[config.mk]
export PLATFORM = sky130hd
export DESIGN_NAME = mono_image_to_page_bytes
export DESIGN_NICKNAME = d
export VERILOG_FILES = /design/src/sv/mipb_pkg.sv /design/src/sv/mipb_ram.sv /design/src/sv/mono_image_to_page_bytes.sv
export SDC_FILE = /design/constraint.sdc
export NUM_CORES = 1
export LEC_CHECK = 0
export BUFFER_PORTS_ARGS = -buffer_cell sky130_fd_sc_hd__buf_2
export CAP_MARGIN = 0
export CORE_MARGIN = 2
export CORE_UTILIZATION = 40
export CTS_BUF_LIST = sky130_fd_sc_hd__clkbuf_4 sky130_fd_sc_hd__clkbuf_8 sky130_fd_sc_hd__clkbuf_16
export DETAILED_ROUTE_END_ITERATION = 10
export GPL_TIMING_DRIVEN = 0
export PLACE_DENSITY_LB_ADDON = 0.3
export SLEW_MARGIN = 0
export SYNTH_ARGS = -nofsm -noshare
export SYNTH_HDL_FRONTEND = slang
export SYNTH_HIERARCHICAL = 1
export SYNTH_SLANG_ARGS = --single-unit
[constraint.sdc]
create_clock -name aclk -period 12.5 [get_ports aclk]
set_input_delay 0 -clock aclk [delete_from_list [all_inputs] [get_ports aclk]]
set_output_delay 0 -clock aclk [all_outputs]
set_load 0.03 [all_outputs]
[src/sv/mipb_pkg.sv]
// ============================================================================
// mipb_pkg
// Shared constants for the monochrome image to page byte packer.
// ============================================================================
`default_nettype none

package mipb_pkg;

    // Defaults for the top level parameters
    localparam int MIPB_MAX_COLUMNS = 128;
    localparam int MIPB_MAX_ROWS    = 64;

    // Field widths
    localparam int PIXEL_W    = 8;
    localparam int BYTE_W     = 8;
    localparam int ROWS_CFG_W = 7;
    localparam int COLS_CFG_W = 8;
    localparam int STORE_W    = 7;   // bits of rows 0..6 of a group
    localparam int CFG_DATA_W = 32;
    localparam int CFG_ADDR_W = 3;

    // Register indexes (byte address = 4 * index)
    localparam logic REG_IMAGE_ROWS    = 1'b0;
    localparam logic REG_IMAGE_COLUMNS = 1'b1;

    // Display controller command bytes
    localparam logic [BYTE_W-1:0] PAGE_CMD_BASE = 8'hB0;
    localparam logic [BYTE_W-1:0] HIGH_COL_CMD  = 8'h10;
    localparam logic [BYTE_W-1:0] START_COLUMN  = 8'h00;
    localparam logic [BYTE_W-1:0] HI_NIBBLE     = 8'hF0;
    localparam logic [BYTE_W-1:0] LO_NIBBLE     = 8'h0F;

    // Value of a lit pixel
    localparam logic [PIXEL_W-1:0] PIXEL_LIT = 8'd1;

    // Emit phases of one pixel
    localparam logic [1:0] PH_PAGE = 2'd0;
    localparam logic [1:0] PH_HIGH = 2'd1;
    localparam logic [1:0] PH_LOW  = 2'd2;
    localparam logic [1:0] PH_DATA = 2'd3;

endpackage

`default_nettype wire

[src/sv/mipb_ram.sv]
// ============================================================================
// mipb_ram
// Generic single write port, single read port RAM with registered read.
// ============================================================================
`default_nettype none

module mipb_ram #(
    parameter int WIDTH  = 8,
    parameter int DEPTH  = 128,
    parameter int ADDR_W = (DEPTH > 1) ? $clog2(DEPTH) : 1
) (
    input  wire logic              aclk,
    input  wire logic              wr_en,
    input  wire logic [ADDR_W-1:0] wr_addr,
    input  wire logic [WIDTH-1:0]  wr_data,
    input  wire logic              rd_en,
    input  wire logic [ADDR_W-1:0] rd_addr,
    output logic      [WIDTH-1:0]  rd_data
);

    logic [WIDTH-1:0] mem [DEPTH];

    always_ff @(posedge aclk) begin
        if (wr_en) begin
            mem[wr_addr] <= wr_data;
        end
        if (rd_en) begin
            rd_data <= mem[rd_addr];
        end
    end

endmodule

`default_nettype wire

[src/sv/mono_image_to_page_bytes.sv]
// ============================================================================
// mono_image_to_page_bytes
// Packs a row-major monochrome pixel stream into vertical display page bytes.
// ============================================================================
// Pixels enter one per transfer in row-major order; a pixel is lit only when
// its value is exactly 1. Each group of eight rows forms a page: row k of the
// group becomes bit k of a column byte. Partial bytes for rows 0..6 live in a
// per-column RAM (one entry per column, registered read). On the last row of
// a group, or on the image's last row, each pixel produces its column's byte
// as a data transfer (tuser[0]=1, tlast=1); column 0 is first preceded by the
// three command bytes 0xB0+page, 0x10 and 0x00 (tuser[0]=0, tlast=0).
// tuser[1] flags the final data byte of the image.
// Rate: one pixel per clock unless the output stalls. A pixel passes the read
// stage (RAM read on acceptance), then retires from the modify/write stage; a
// column 0 pixel of an emitting row needs four output transfers and holds the
// input until all four are loaded. The read-modify-write loop on the column RAM
// closes through a one-entry forwarding register, covering the single-column
// case where consecutive pixels hit the same entry. The column RAM needs no
// clearing pass: row 0 of every group overwrites its entry. Configuration
// (image_rows at 0x0, image_columns at 0x4) must be written only while idle,
// unenforced by the block; out-of-range values saturate to 1..MAX_ROWS/MAX_COLUMNS.
// ============================================================================
`default_nettype none

module mono_image_to_page_bytes #(
    parameter int MAX_COLUMNS = mipb_pkg::MIPB_MAX_COLUMNS,
    parameter int MAX_ROWS    = mipb_pkg::MIPB_MAX_ROWS
) (
    input  wire logic                               aclk,
    input  wire logic                               aresetn,
    // configuration
    input  wire logic                               psel,
    input  wire logic                               penable,
    input  wire logic                               pwrite,
    input  wire logic [mipb_pkg::CFG_ADDR_W-1:0]    paddr,
    input  wire logic [mipb_pkg::CFG_DATA_W-1:0]    pwdata,
    output logic      [mipb_pkg::CFG_DATA_W-1:0]    prdata,
    output logic                                    pready,
    // pixel input
    input  wire logic                               s_tvalid,
    output logic                                    s_tready,
    input  wire logic [mipb_pkg::PIXEL_W-1:0]       s_tdata,  // [7:0] pixel
    // byte output
    output logic                                    m_tvalid,
    input  wire logic                               m_tready,
    output logic      [mipb_pkg::BYTE_W-1:0]        m_tdata,  // [7:0] out_byte
    output logic                                    m_tlast,  // run_last
    output logic      [1:0]                         m_tuser   // [0] is_data, [1] image_done
);

    import mipb_pkg::*;

    localparam int COL_W = (MAX_COLUMNS > 1) ? $clog2(MAX_COLUMNS) : 1;
    localparam int ROW_W = $clog2(MAX_ROWS);

    // ------------------------------------------------------------------
    // Configuration registers
    // ------------------------------------------------------------------
    logic [ROWS_CFG_W-1:0] rows_cfg_reg;
    logic [COLS_CFG_W-1:0] cols_cfg_reg;
    logic                  cfg_wr;

    assign pready = 1'b1;
    assign cfg_wr = psel && penable && pwrite;

    always_ff @(posedge aclk) begin
        if (!aresetn) begin
            rows_cfg_reg <= ROWS_CFG_W'(MIPB_MAX_ROWS);
            cols_cfg_reg <= COLS_CFG_W'(MIPB_MAX_COLUMNS);
        end else if (cfg_wr) begin
            unique case (paddr[2])
                REG_IMAGE_ROWS:    rows_cfg_reg <= pwdata[ROWS_CFG_W-1:0];
                REG_IMAGE_COLUMNS: cols_cfg_reg <= pwdata[COLS_CFG_W-1:0];
                default:           ;
            endcase
        end
    end

    always_comb begin
        unique case (paddr[2])
            REG_IMAGE_ROWS:    prdata = CFG_DATA_W'(rows_cfg_reg);
            REG_IMAGE_COLUMNS: prdata = CFG_DATA_W'(cols_cfg_reg);
            default:           prdata = '0;
        endcase
    end

    // Saturated limits
    logic [ROWS_CFG_W-1:0] rows_lim;
    logic [COLS_CFG_W-1:0] cols_lim;

    always_comb begin
        if (rows_cfg_reg == '0) begin
            rows_lim = ROWS_CFG_W'(1);
        end else if (rows_cfg_reg > ROWS_CFG_W'(MAX_ROWS)) begin
            rows_lim = ROWS_CFG_W'(MAX_ROWS);
        end else begin
            rows_lim = rows_cfg_reg;
        end
        if (cols_cfg_reg == '0) begin
            cols_lim = COLS_CFG_W'(1);
        end else if (COLS_CFG_W'(MAX_COLUMNS) < cols_cfg_reg) begin
            cols_lim = COLS_CFG_W'(MAX_COLUMNS);
        end else begin
            cols_lim = cols_cfg_reg;
        end
    end

    // ------------------------------------------------------------------
    // Read stage: position counters, RAM read on acceptance
    // ------------------------------------------------------------------
    logic [ROW_W-1:0] row_reg, row_next;
    logic [COL_W-1:0] col_reg, col_next;
    logic             s_acc;
    logic             last_col, last_row, emit;
    logic [2:0]       sub;

    assign s_acc    = s_tvalid && s_tready;
    assign sub      = row_reg[2:0];
    // at or past the last position counts as the last position
    assign last_col = ((COLS_CFG_W+1)'(col_reg) + 1'b1) >= (COLS_CFG_W+1)'(cols_lim);
    assign last_row = ((ROWS_CFG_W+1)'(row_reg) + 1'b1) >= (ROWS_CFG_W+1)'(rows_lim);
    assign emit     = (sub == 3'd7) || last_row;

    always_comb begin
        row_next = row_reg;
        col_next = col_reg;
        if (last_col) begin
            col_next = '0;
            row_next = last_row ? '0 : row_reg + 1'b1;
        end else begin
            col_next = col_reg + 1'b1;
        end
    end

    always_ff @(posedge aclk) begin
        if (!aresetn) begin
            row_reg <= '0;
            col_reg <= '0;
        end else if (s_acc) begin
            row_reg <= row_next;
            col_reg <= col_next;
        end
    end

    // ------------------------------------------------------------------
    // Modify/write stage
    // ------------------------------------------------------------------
    logic             s2_vld_reg;
    logic [COL_W-1:0] s2_col_reg;
    logic [2:0]       s2_sub_reg;
    logic             s2_lit_reg;
    logic             s2_emit_reg;
    logic             s2_done_reg;
    logic [2:0]       s2_page_reg;
    logic [1:0]       phase_reg;

    logic             out_free, out_load, s2_retire;
    logic [STORE_W-1:0] ram_rd, base;
    logic [BYTE_W-1:0]  entry;
    logic               ram_we;

    // forwarding register: last entry written
    logic               fwd_vld_reg;
    logic [COL_W-1:0]   fwd_addr_reg;
    logic [STORE_W-1:0] fwd_data_reg;

    assign out_free  = !m_tvalid || m_tready;
    assign out_load  = s2_vld_reg && s2_emit_reg && out_free;
    assign s2_retire = s2_vld_reg &&
                       (!s2_emit_reg || (out_free && phase_reg == PH_DATA));
    assign s_tready  = !s2_vld_reg || s2_retire;

    always_comb begin
        if (s2_sub_reg == 3'd0) begin
            base = '0;           // group start overwrites the entry
        end else if (fwd_vld_reg && fwd_addr_reg == s2_col_reg) begin
            base = fwd_data_reg;
        end else begin
            base = ram_rd;
        end
        entry = BYTE_W'(base) | (BYTE_W'(s2_lit_reg) << s2_sub_reg);
    end

    assign ram_we = s2_retire && (s2_sub_reg != 3'd7);

    mipb_ram #(
        .WIDTH  (STORE_W),
        .DEPTH  (MAX_COLUMNS),
        .ADDR_W (COL_W)
    ) u_column_store (
        .aclk    (aclk),
        .wr_en   (ram_we),
        .wr_addr (s2_col_reg),
        .wr_data (entry[STORE_W-1:0]),
        .rd_en   (s_acc),
        .rd_addr (col_reg),
        .rd_data (ram_rd)
    );

    always_ff @(posedge aclk) begin
        if (!aresetn) begin
            fwd_vld_reg <= 1'b0;
        end else if (ram_we) begin
            fwd_vld_reg <= 1'b1;
        end
    end

    always_ff @(posedge aclk) begin
        if (ram_we) begin
            fwd_addr_reg <= s2_col_reg;
            fwd_data_reg <= entry[STORE_W-1:0];
        end
    end

    always_ff @(posedge aclk) begin
        if (!aresetn) begin
            s2_vld_reg <= 1'b0;
            phase_reg  <= PH_DATA;
        end else if (s_acc) begin
            s2_vld_reg <= 1'b1;
            phase_reg  <= (col_reg == '0) ? PH_PAGE : PH_DATA;
        end else if (s2_retire) begin
            s2_vld_reg <= 1'b0;
        end else if (out_load && phase_reg != PH_DATA) begin
            phase_reg  <= phase_reg + 1'b1;
        end
    end

    always_ff @(posedge aclk) begin
        if (s_acc) begin
            s2_col_reg  <= col_reg;
            s2_sub_reg  <= sub;
            s2_lit_reg  <= (s_tdata == PIXEL_LIT);
            s2_emit_reg <= emit;
            s2_done_reg <= last_row && last_col;
            s2_page_reg <= 3'(row_reg >> 3);
        end
    end

    // ------------------------------------------------------------------
    // Output register
    // ------------------------------------------------------------------
    logic [BYTE_W-1:0] out_byte;
    logic              out_is_data;

    always_comb begin
        out_is_data = 1'b0;
        unique case (phase_reg)
            PH_PAGE: out_byte = PAGE_CMD_BASE + BYTE_W'(s2_page_reg);
            PH_HIGH: out_byte = ((START_COLUMN & HI_NIBBLE) >> 4) | HIGH_COL_CMD;
            PH_LOW:  out_byte = START_COLUMN & LO_NIBBLE;
            PH_DATA: begin
                out_byte    = entry;
                out_is_data = 1'b1;
            end
            default: out_byte = entry;
        endcase
    end

    logic              m_vld_reg;
    logic [BYTE_W-1:0] m_byte_reg;
    logic              m_data_reg;
    logic              m_done_reg;

    always_ff @(posedge aclk) begin
        if (!aresetn) begin
            m_vld_reg <= 1'b0;
        end else if (out_load) begin
            m_vld_reg <= 1'b1;
        end else if (m_tready) begin
            m_vld_reg <= 1'b0;
        end
    end

    always_ff @(posedge aclk) begin
        if (out_load) begin
            m_byte_reg <= out_byte;
            m_data_reg <= out_is_data;
            m_done_reg <= out_is_data && s2_done_reg;
        end
    end

    assign m_tvalid = m_vld_reg;
    assign m_tdata  = m_byte_reg;
    assign m_tlast  = m_data_reg;       // data byte is the last of its pixel
    assign m_tuser  = {m_done_reg, m_data_reg};

`ifndef SYNTHESIS
    // image_done only ever rides on a data byte
    a_done_on_data: assert property (@(posedge aclk) disable iff (!aresetn)
        m_tvalid && m_tuser[1] |-> m_tuser[0] && m_tlast)
        else $error("image_done on a command byte");

    // command bytes advance one phase per output load
    a_phase_step: assert property (@(posedge aclk) disable iff (!aresetn)
        out_load && !s_acc && phase_reg != PH_DATA |=>
            phase_reg == $past(phase_reg) + 2'd1)
        else $error("command phase skipped");

    // the write stage never drops an item that still owes output
    a_no_drop: assert property (@(posedge aclk) disable iff (!aresetn)
        s2_vld_reg && s2_emit_reg && !out_free |=> s2_vld_reg &&
            $stable(s2_col_reg) && $stable(phase_reg))
        else $error("pending item lost under back-pressure");

    // column counter stays within the store
    a_col_range: assert property (@(posedge aclk) disable iff (!aresetn)
        (COLS_CFG_W+1)'(col_reg) < (COLS_CFG_W+1)'(MAX_COLUMNS))
        else $error("column index beyond store");
`endif

endmodule

`default_nettype wire
==> key figures, run 1 <==
Placement
  – Hpwl dp: 62.7 mm
  – Place WS: 8.00 ns
  – Buffers added on ports: 44
  – Placed cell areas: 0.0412 mm²
  – Gpl congestion: 0.860

Cells and area
  – # fillers: 7952
  – Final core area utilization: 46.6%
  – Most frequent cells in the layout: 943 x edfxtp_1, 294 x mux4_2, 143 x nor2_1
  – Most common cell after layout, fill and taps aside: edfxtp_1
  – Share of cells above drive strength 1: 28.3%
  – Area growth, synth to finish: 15.6%
  – Design Area, Final: 0.0449 mm²
  – Max reg flops: 896
  – Nets: 2150

Clock tree
  – CTS root buf: clkbuf_16
  – Hold Buf Count CTS: 35
  – CTS max path bufs: 3
  – Gates resized, CTS repair: 0
  – Total setup buffers inserted after CTS: 0
  – CTS tree: yes
  – CTS H-tree depth: 3
  – CTS Buf Count: 102
  – Worst-skew pair later-pin latency: 0.68 ns
  – TritonCTS Sinks: 976
  – Reg clk slew, reported paths: 0.06 ns

Worst setup path
  – Startpoint types: flop
  – Req. time, crit path: 12.90 ns
  – Crit. End Element: flop
  – CP max FO: 10
  – WS Path Type: reg2reg
  – Reg-to-reg setup timing slack: 7.97 ns
  – Arrival @ worst endpoint: 4.93 ns

Route
  – Drt initial violations: 1918
  – Final ANT Viol Nets: 0
  – DRC viols: 0
  – DR pass1 iterations: 5
  – Routed WL: 92.2 mm
  – Vias per cell: 5.66
  – DR WL/cell: 26.8 µm
  – Routed vias: 19500

Logic synthesis
  – Post-synth ARST share: 0%
  – Netlist cell types: 58
  – Synthesized area per cell: 21.0 µm²
  – Synth Flop Type: edfxtp_1
  – Cells after Synth: 1849
  – Yosys reg bits: 976
  – Warnings, synthesis: 6
  – Register area share after synthesis: 74.6%
  – Post-synth EDFFs: 943
  – Post-Syn Area: 0.0388 mm²

GRT
  – Vias in the first global route: 19500
  – Initial antenna violation count: 2
  – GRT Overall Usage: 18.7%
  – Largest net degree at the start of global routing: 72
  – First-pass GRT wire length: 134 mm
  – Grt ovf: 0

Die
  – Core area: 0.0964 mm²
  – Die Span Y: 316 µm
  – Ports: 96
  – Area of the die: 0.0996 mm²
  – Initial Util: 40.3%
  – Rows: 114
  – Die Span X: 316 µm

STA
  – Final setup margin: 7.97 ns
  – Worst clock skew: 0.0341 ns
  – Transition time of the tightest slew-check pin: 1.47 ns
  – Slew headroom: 1.97%
  – Period utilisation layout: 36.3%
  – RSZ-0062 raised after global routing: false
  – Final hold violations: 0
  – Fin crit period: 4.53 ns
  – Final Max Tran Viols: 0
  – Endpoints failing setup: 0
  – Max Fclk: 221 MHz

Status
  – Outcome: finished, final reports clean

Flow run
  – Max-cap check violation count: 0

Min path
  – Hold crit path type: in2reg

Pwr
  – Leakage dissipation: 0.0138 µW
  – Maximum VDD drop: 0.107 mV
  – Power density cells: 168 mW/mm²
==> cell families (layout without fill, tap and decap cells) <==
| logic type | after synthesis | count (layout) | synth area share [%] |
|---|---|---|---|
| muxes | 313 | 313 | 17.6 |
| DFF | 976 | 976 | 74.6 |
| buffers and inverters | 127 | 421 | 1.70 |
| other | 2 | 26 | 0.0193 |
| xor gates and xnor gates | 16 | 16 | 0.361 |
| adders and majority gates | 21 | 21 | 0.676 |
| and+or+nand+nor | 321 | 321 | 3.66 |
| AOI/OAI and AO/OA | 73 | 73 | 1.40 |
==> worst max-delay path, cell delays in order (launching register included) <==
cell and delay [ns]:
dfxtp_1 0.52, clkbuf_1 0.46, clkbuf_1 0.66, clkbuf_1 0.76, mux4_2 0.48, mux4_2 0.52, mux4_2 0.54, mux2_2 0.32
==> stage by stage <==
stage	TNS, ns	power [µW]	instances	hold slack [ns]
after floorplan	0	4350	1872	0.124
after global placement	-489.40	4660	3192	0.238
after detailed placement	0	4670	3215	0.251
after CTS	0	7590	3441	0.125
after global routing	0	7760	3442	0.175
final	0	7520	3443	0.160
==> synthesized netlist by cell type (3+ instances only) <==
master | instances | area share (%)
nor3_1 | 15 | 0.19
nand3_1 | 27 | 0.35
nor4_1 | 5 | 0.081
o21ai_0 | 13 | 0.17
clkbuf_1 | 54 | 0.52
nand4_1 | 10 | 0.16
mux4_2 | 294 | 17
inv_1 | 6 | 0.058
xnor2_1 | 13 | 0.29
a21boi_1 | 8 | 0.15
mux2i_1 | 5 | 0.13
buf_1 | 12 | 0.12
mux2_2 | 14 | 0.41
edfxtp_1 | 943 | 73
buf_2 | 7 | 0.090
nor2b_1 | 11 | 0.18
and2_1 | 3 | 0.048
nand2b_1 | 7 | 0.11
dfxtp_1 | 33 | 1.7
o31a_1 | 3 | 0.068
o21a_1 | 5 | 0.097
a21boi_0 | 18 | 0.35
nand2_1 | 83 | 0.80
buf_4 | 43 | 0.83
a21oi_1 | 7 | 0.090
ha_1 | 21 | 0.68
nor2_1 | 143 | 1.4
xor2_1 | 3 | 0.068
==> layout make-up <==
cell class	instances	area [µm²]	share of cell area, %
diodes	1	2.50	0.00558
plain buffers	118	629	1.40
clock buffers	132	2800	6.24
clock inverters	59	474	1.06
inverters	9	33.8	0.0753
multi-input cells	769	9350	20.8
flip-flops and latches	976	29000	64.6
well taps	1276	1600	3.56
repair buffers	103	1020	2.26
==> per-layer routing <==
| layer | track usage [%] | part of all wire, % | vias to the layer above |
|---|---|---|---|
| met5 | 0 | 0.014 | - |
| met4 | 5.74 | 3.0 | 2 |
| met3 | 3.04 | 6.8 | 167 |
| met2 | 30.3 | 49 | 803 |
| met1 | 26.1 | 41 | 10400 |
| li1 | - | - | 8073 |
==> where the power goes <==
group / leakage (µW) / switching (µW) / internal, µW
clock network: 0.00165 / 1230 / 1690
registers: 0.00885 / 20.8 / 3770
logic: 0.00333 / 502 / 301
total: 0.0138 / 1760 / 5760
==> path summary, 6_finish.rpt <==
kind,depth (start not counted),endpoint,start
setup / recovery,7,u_column_store/rd_data[6],col_reg[2]
hold / removal,4,cols_cfg_reg[5],pwdata[5]
setup reg to reg,7,u_column_store/rd_data[6],col_reg[2]
hold reg to reg,1,fwd_vld_reg,fwd_vld_reg
No activity file was read; power rests on OpenSTA's default activity.
==> run 2, diff against run 1 <==
Clock period 12.5 ns to 4.5 ns, I/O delays scaled along.
==> key figures, run 2 (synthesis gave the netlist of run 1 again) <==
Clock tree
  – CTS root buf: clkbuf_16
  – CTS Buf Count: 101 (-0.98%)
  – TritonCTS Sinks: 976 (unchanged)
  – Reg clk slew, reported paths: 0.06 ns (about the same)
  – CTS tree: yes
  – Worst-skew pair later-pin latency: 0.68 ns (about the same)
  – CTS max path bufs: 3 (unchanged)
  – CTS H-tree depth: 3 (unchanged)

STA
  – Transition time of the tightest slew-check pin: 1.57 ns (+0.103 ns)
  – Max Fclk: 228 MHz (+3.3%)
  – Worst clock skew: 0.0376 ns (+0.00343 ns)
  – Slew headroom: -4.93% (-6.9 points)
  – RSZ-0062 raised after global routing: false
  – Setup_tns: 0 ns (unchanged)
  – Final hold violations: 0 (unchanged)
  – Endpoints failing setup: 0 (unchanged)
  – Fin crit period: 4.39 ns (-0.146 ns)
  – Final Max Tran Viols: 22 (+22)
  – Period utilisation layout: 97.5% (+61 points)

Die
  – Rows: 114 (unchanged)
  – Ports: 96 (unchanged)
  – Core area: 0.0964 mm² (unchanged)
  – Area of the die: 0.0996 mm² (unchanged)
  – Initial Util: 40.3% (unchanged)
  – Die Span X: 316 µm (unchanged)
  – Die Span Y: 316 µm (unchanged)

Cells and area
  – Register area: 0.0290 mm² (unchanged)
  – # fillers: 7947 (-0.063%)
  – Share of cells above drive strength 1: 29.7% (+1.5 points)
  – Nets: 2140 (-0.47%)
  – Most frequent cells in the layout: 943 x edfxtp_1, 294 x mux4_2, 124 x nor2_1
  – Most common cell after layout, fill and taps aside: edfxtp_1
  – Area growth, synth to finish: 15.9%
  – Max reg flops: 896 (unchanged)
  – Final core area utilization: 46.7% (+0.14 points)
  – Multi-input logic area: 0.00941 mm² (+0.60%)

Placement
  – Gpl congestion: 0.858 (-0.22%)
  – Hpwl dp: 62.9 mm (+0.24%)
  – Buffers added on ports: 44 (unchanged)

Worst setup path
  – Worst-path cell chain: clkbuf_1, clkbuf_1, clkbuf_1, mux4_2, mux4_2, mux4_2, mux2_2
  – Req. time, crit path: 4.90 ns (-8.00 ns)
  – Worst stage delay on the critical path: 0.64 ns (-0.12 ns)
  – WS Path Type: reg2reg
  – CP max FO: 10 (unchanged)
  – Crit. End Element: flop
  – Arrival @ worst endpoint: 4.78 ns (-0.15 ns)
  – Startpoint types: flop
  – CP max-delay cell: clkbuf_1

Pwr
  – Maximum VDD drop: 0.294 mV (+170%)
  – Internal power: 16300 µW (+180%)
  – Leakage dissipation: 0.0139 µW (+0.32%)
  – Combinational share of power: 10.5% (-0.2 points)
  – Clk network pwr share: 39.8% (+0.9 points)
  – NetSw: 4920 µW (+180%)
  – Power density cells: 471 mW/mm² (+180%)
  – Design Power: 21200 µW (+180%)
  – Net Sw Frac: 23.2% (-0.18 points)
  – Sequential share of power: 49.7% (-0.7 points)

GRT
  – Largest net degree at the start of global routing: 81 (+13%)
  – Grt ovf: 0 (unchanged)
  – Vias in the first global route: 19600 (+0.38%)
  – GRT Overall Usage: 18.8% (+0.12 points)
  – First-pass GRT wire length: 135 mm (+0.69%)
  – Initial antenna violation count: 3 (+1)

Status
  – Outcome: finished with violations
  – Violated checks: capacitance limit, slew limit

Route
  – Final ANT Viol Nets: 0 (unchanged)
  – Routed vias: 19400 (-0.50%)
  – Drt initial violations: 2188 (+14%)
  – Vias per cell: 5.64 (-0.27%)
  – DR pass1 iterations: 5 (unchanged)
  – Routed WL: 92.9 mm (+0.76%)
  – DR WL/cell: 27.0 µm (+1.0%)
  – DRC viols: 0 (unchanged)

Flow run
  – Max-cap check violation count: 3 (+3)

Min path
  – Hold crit path type: in2reg
## run 2: cell count changes in the layout (fill, tap and decap cells not counted), moves of 3 or more
cell / delta
nor2_2: +19
clkbuf_2: +6
clkbuf_1: -5
clkbuf_4: -7
clkinvlp_4: +5
nor2_1: -19
clkinv_2: +3
bufinv_16: +6
buf_6: -8
dlygate4sd3_1: -3
clkinv_1: -10
## run 2: critical path: cells and delay by family, from the launching register on
| family | cells | cell delay, ns |
|---|---|---|
| multiplexers | 4 | 1.85 |
| buffers and inverters | 3 | 1.79 |
| flip-flops | 1 | 0.47 |
## run 2: layer usage
metal,share of wire [%],track usage (%)
met1,42,26.0
met2,48,30.2
met3,7.0,3.48
met4,3.3,6.28
met5,0,0
## run 2: power groups by stage
stage | Sequential, µW | Clock [µW] | Combinational [µW]
2_1_floorplan | 10800 | 0 | 1280
3_3_place_gp | 10900 | 0 | 1970
3_5_place_dp | 10700 | 0 | 2230
4_1_cts | 10500 | 8610 | 2240
5_1_grt | 10500 | 8950 | 2370
6_report | 10500 | 8440 | 2230
## run 2: area by class of cell
| type | instances | share of cell area, % |
|---|---|---|
| Tap cell | 1276 | 3.55 |
| Multi-Input combinational cell | 769 | 20.9 |
| Inverter | 9 | 0.0750 |
| Timing Repair Buffer | 94 | 2.07 |
| Sequential cell | 976 | 64.4 |
| Buffer | 118 | 1.43 |
| Antenna cell | 2 | 0.0111 |
| Clock buffer | 125 | 6.09 |
| Clock inverter | 66 | 1.52 |
## run 2: repair_timing
action                                 4_1_cts  5_1_grt
endpoints found under the hold margin       34        0
pin swaps                                    0        2
gates resized for setup                      4       31
buffers inserted                             0        2
hold buffers                                32        0
setup endpoints to repair                    4      302
## run 2: worst paths after layout
path	from	cells past startpoint	to	slack, ns
hold / removal	pwdata[3]	4	rows_cfg_reg[3]	0.20
hold reg to reg	fwd_vld_reg	1	fwd_vld_reg	0.48
setup / recovery	col_reg[2]	7	u_column_store/rd_data[6]	0.11
setup reg to reg	col_reg[2]	7	u_column_store/rd_data[6]	0.11
## run 2: metrics by stage
stage	hold WS [ns]	instances	area (µm²)	worst slack, ns
after detailed placement	0.255	3208	41200	-0.0831
after floorplan	0.124	1872	39000	0.775
after global routing	0.186	3433	45000	0.0147
final	0.197	3435	45000	0.115
after CTS	0.146	3431	44900	0.0145
after global placement	0.240	3192	40800	-1.84
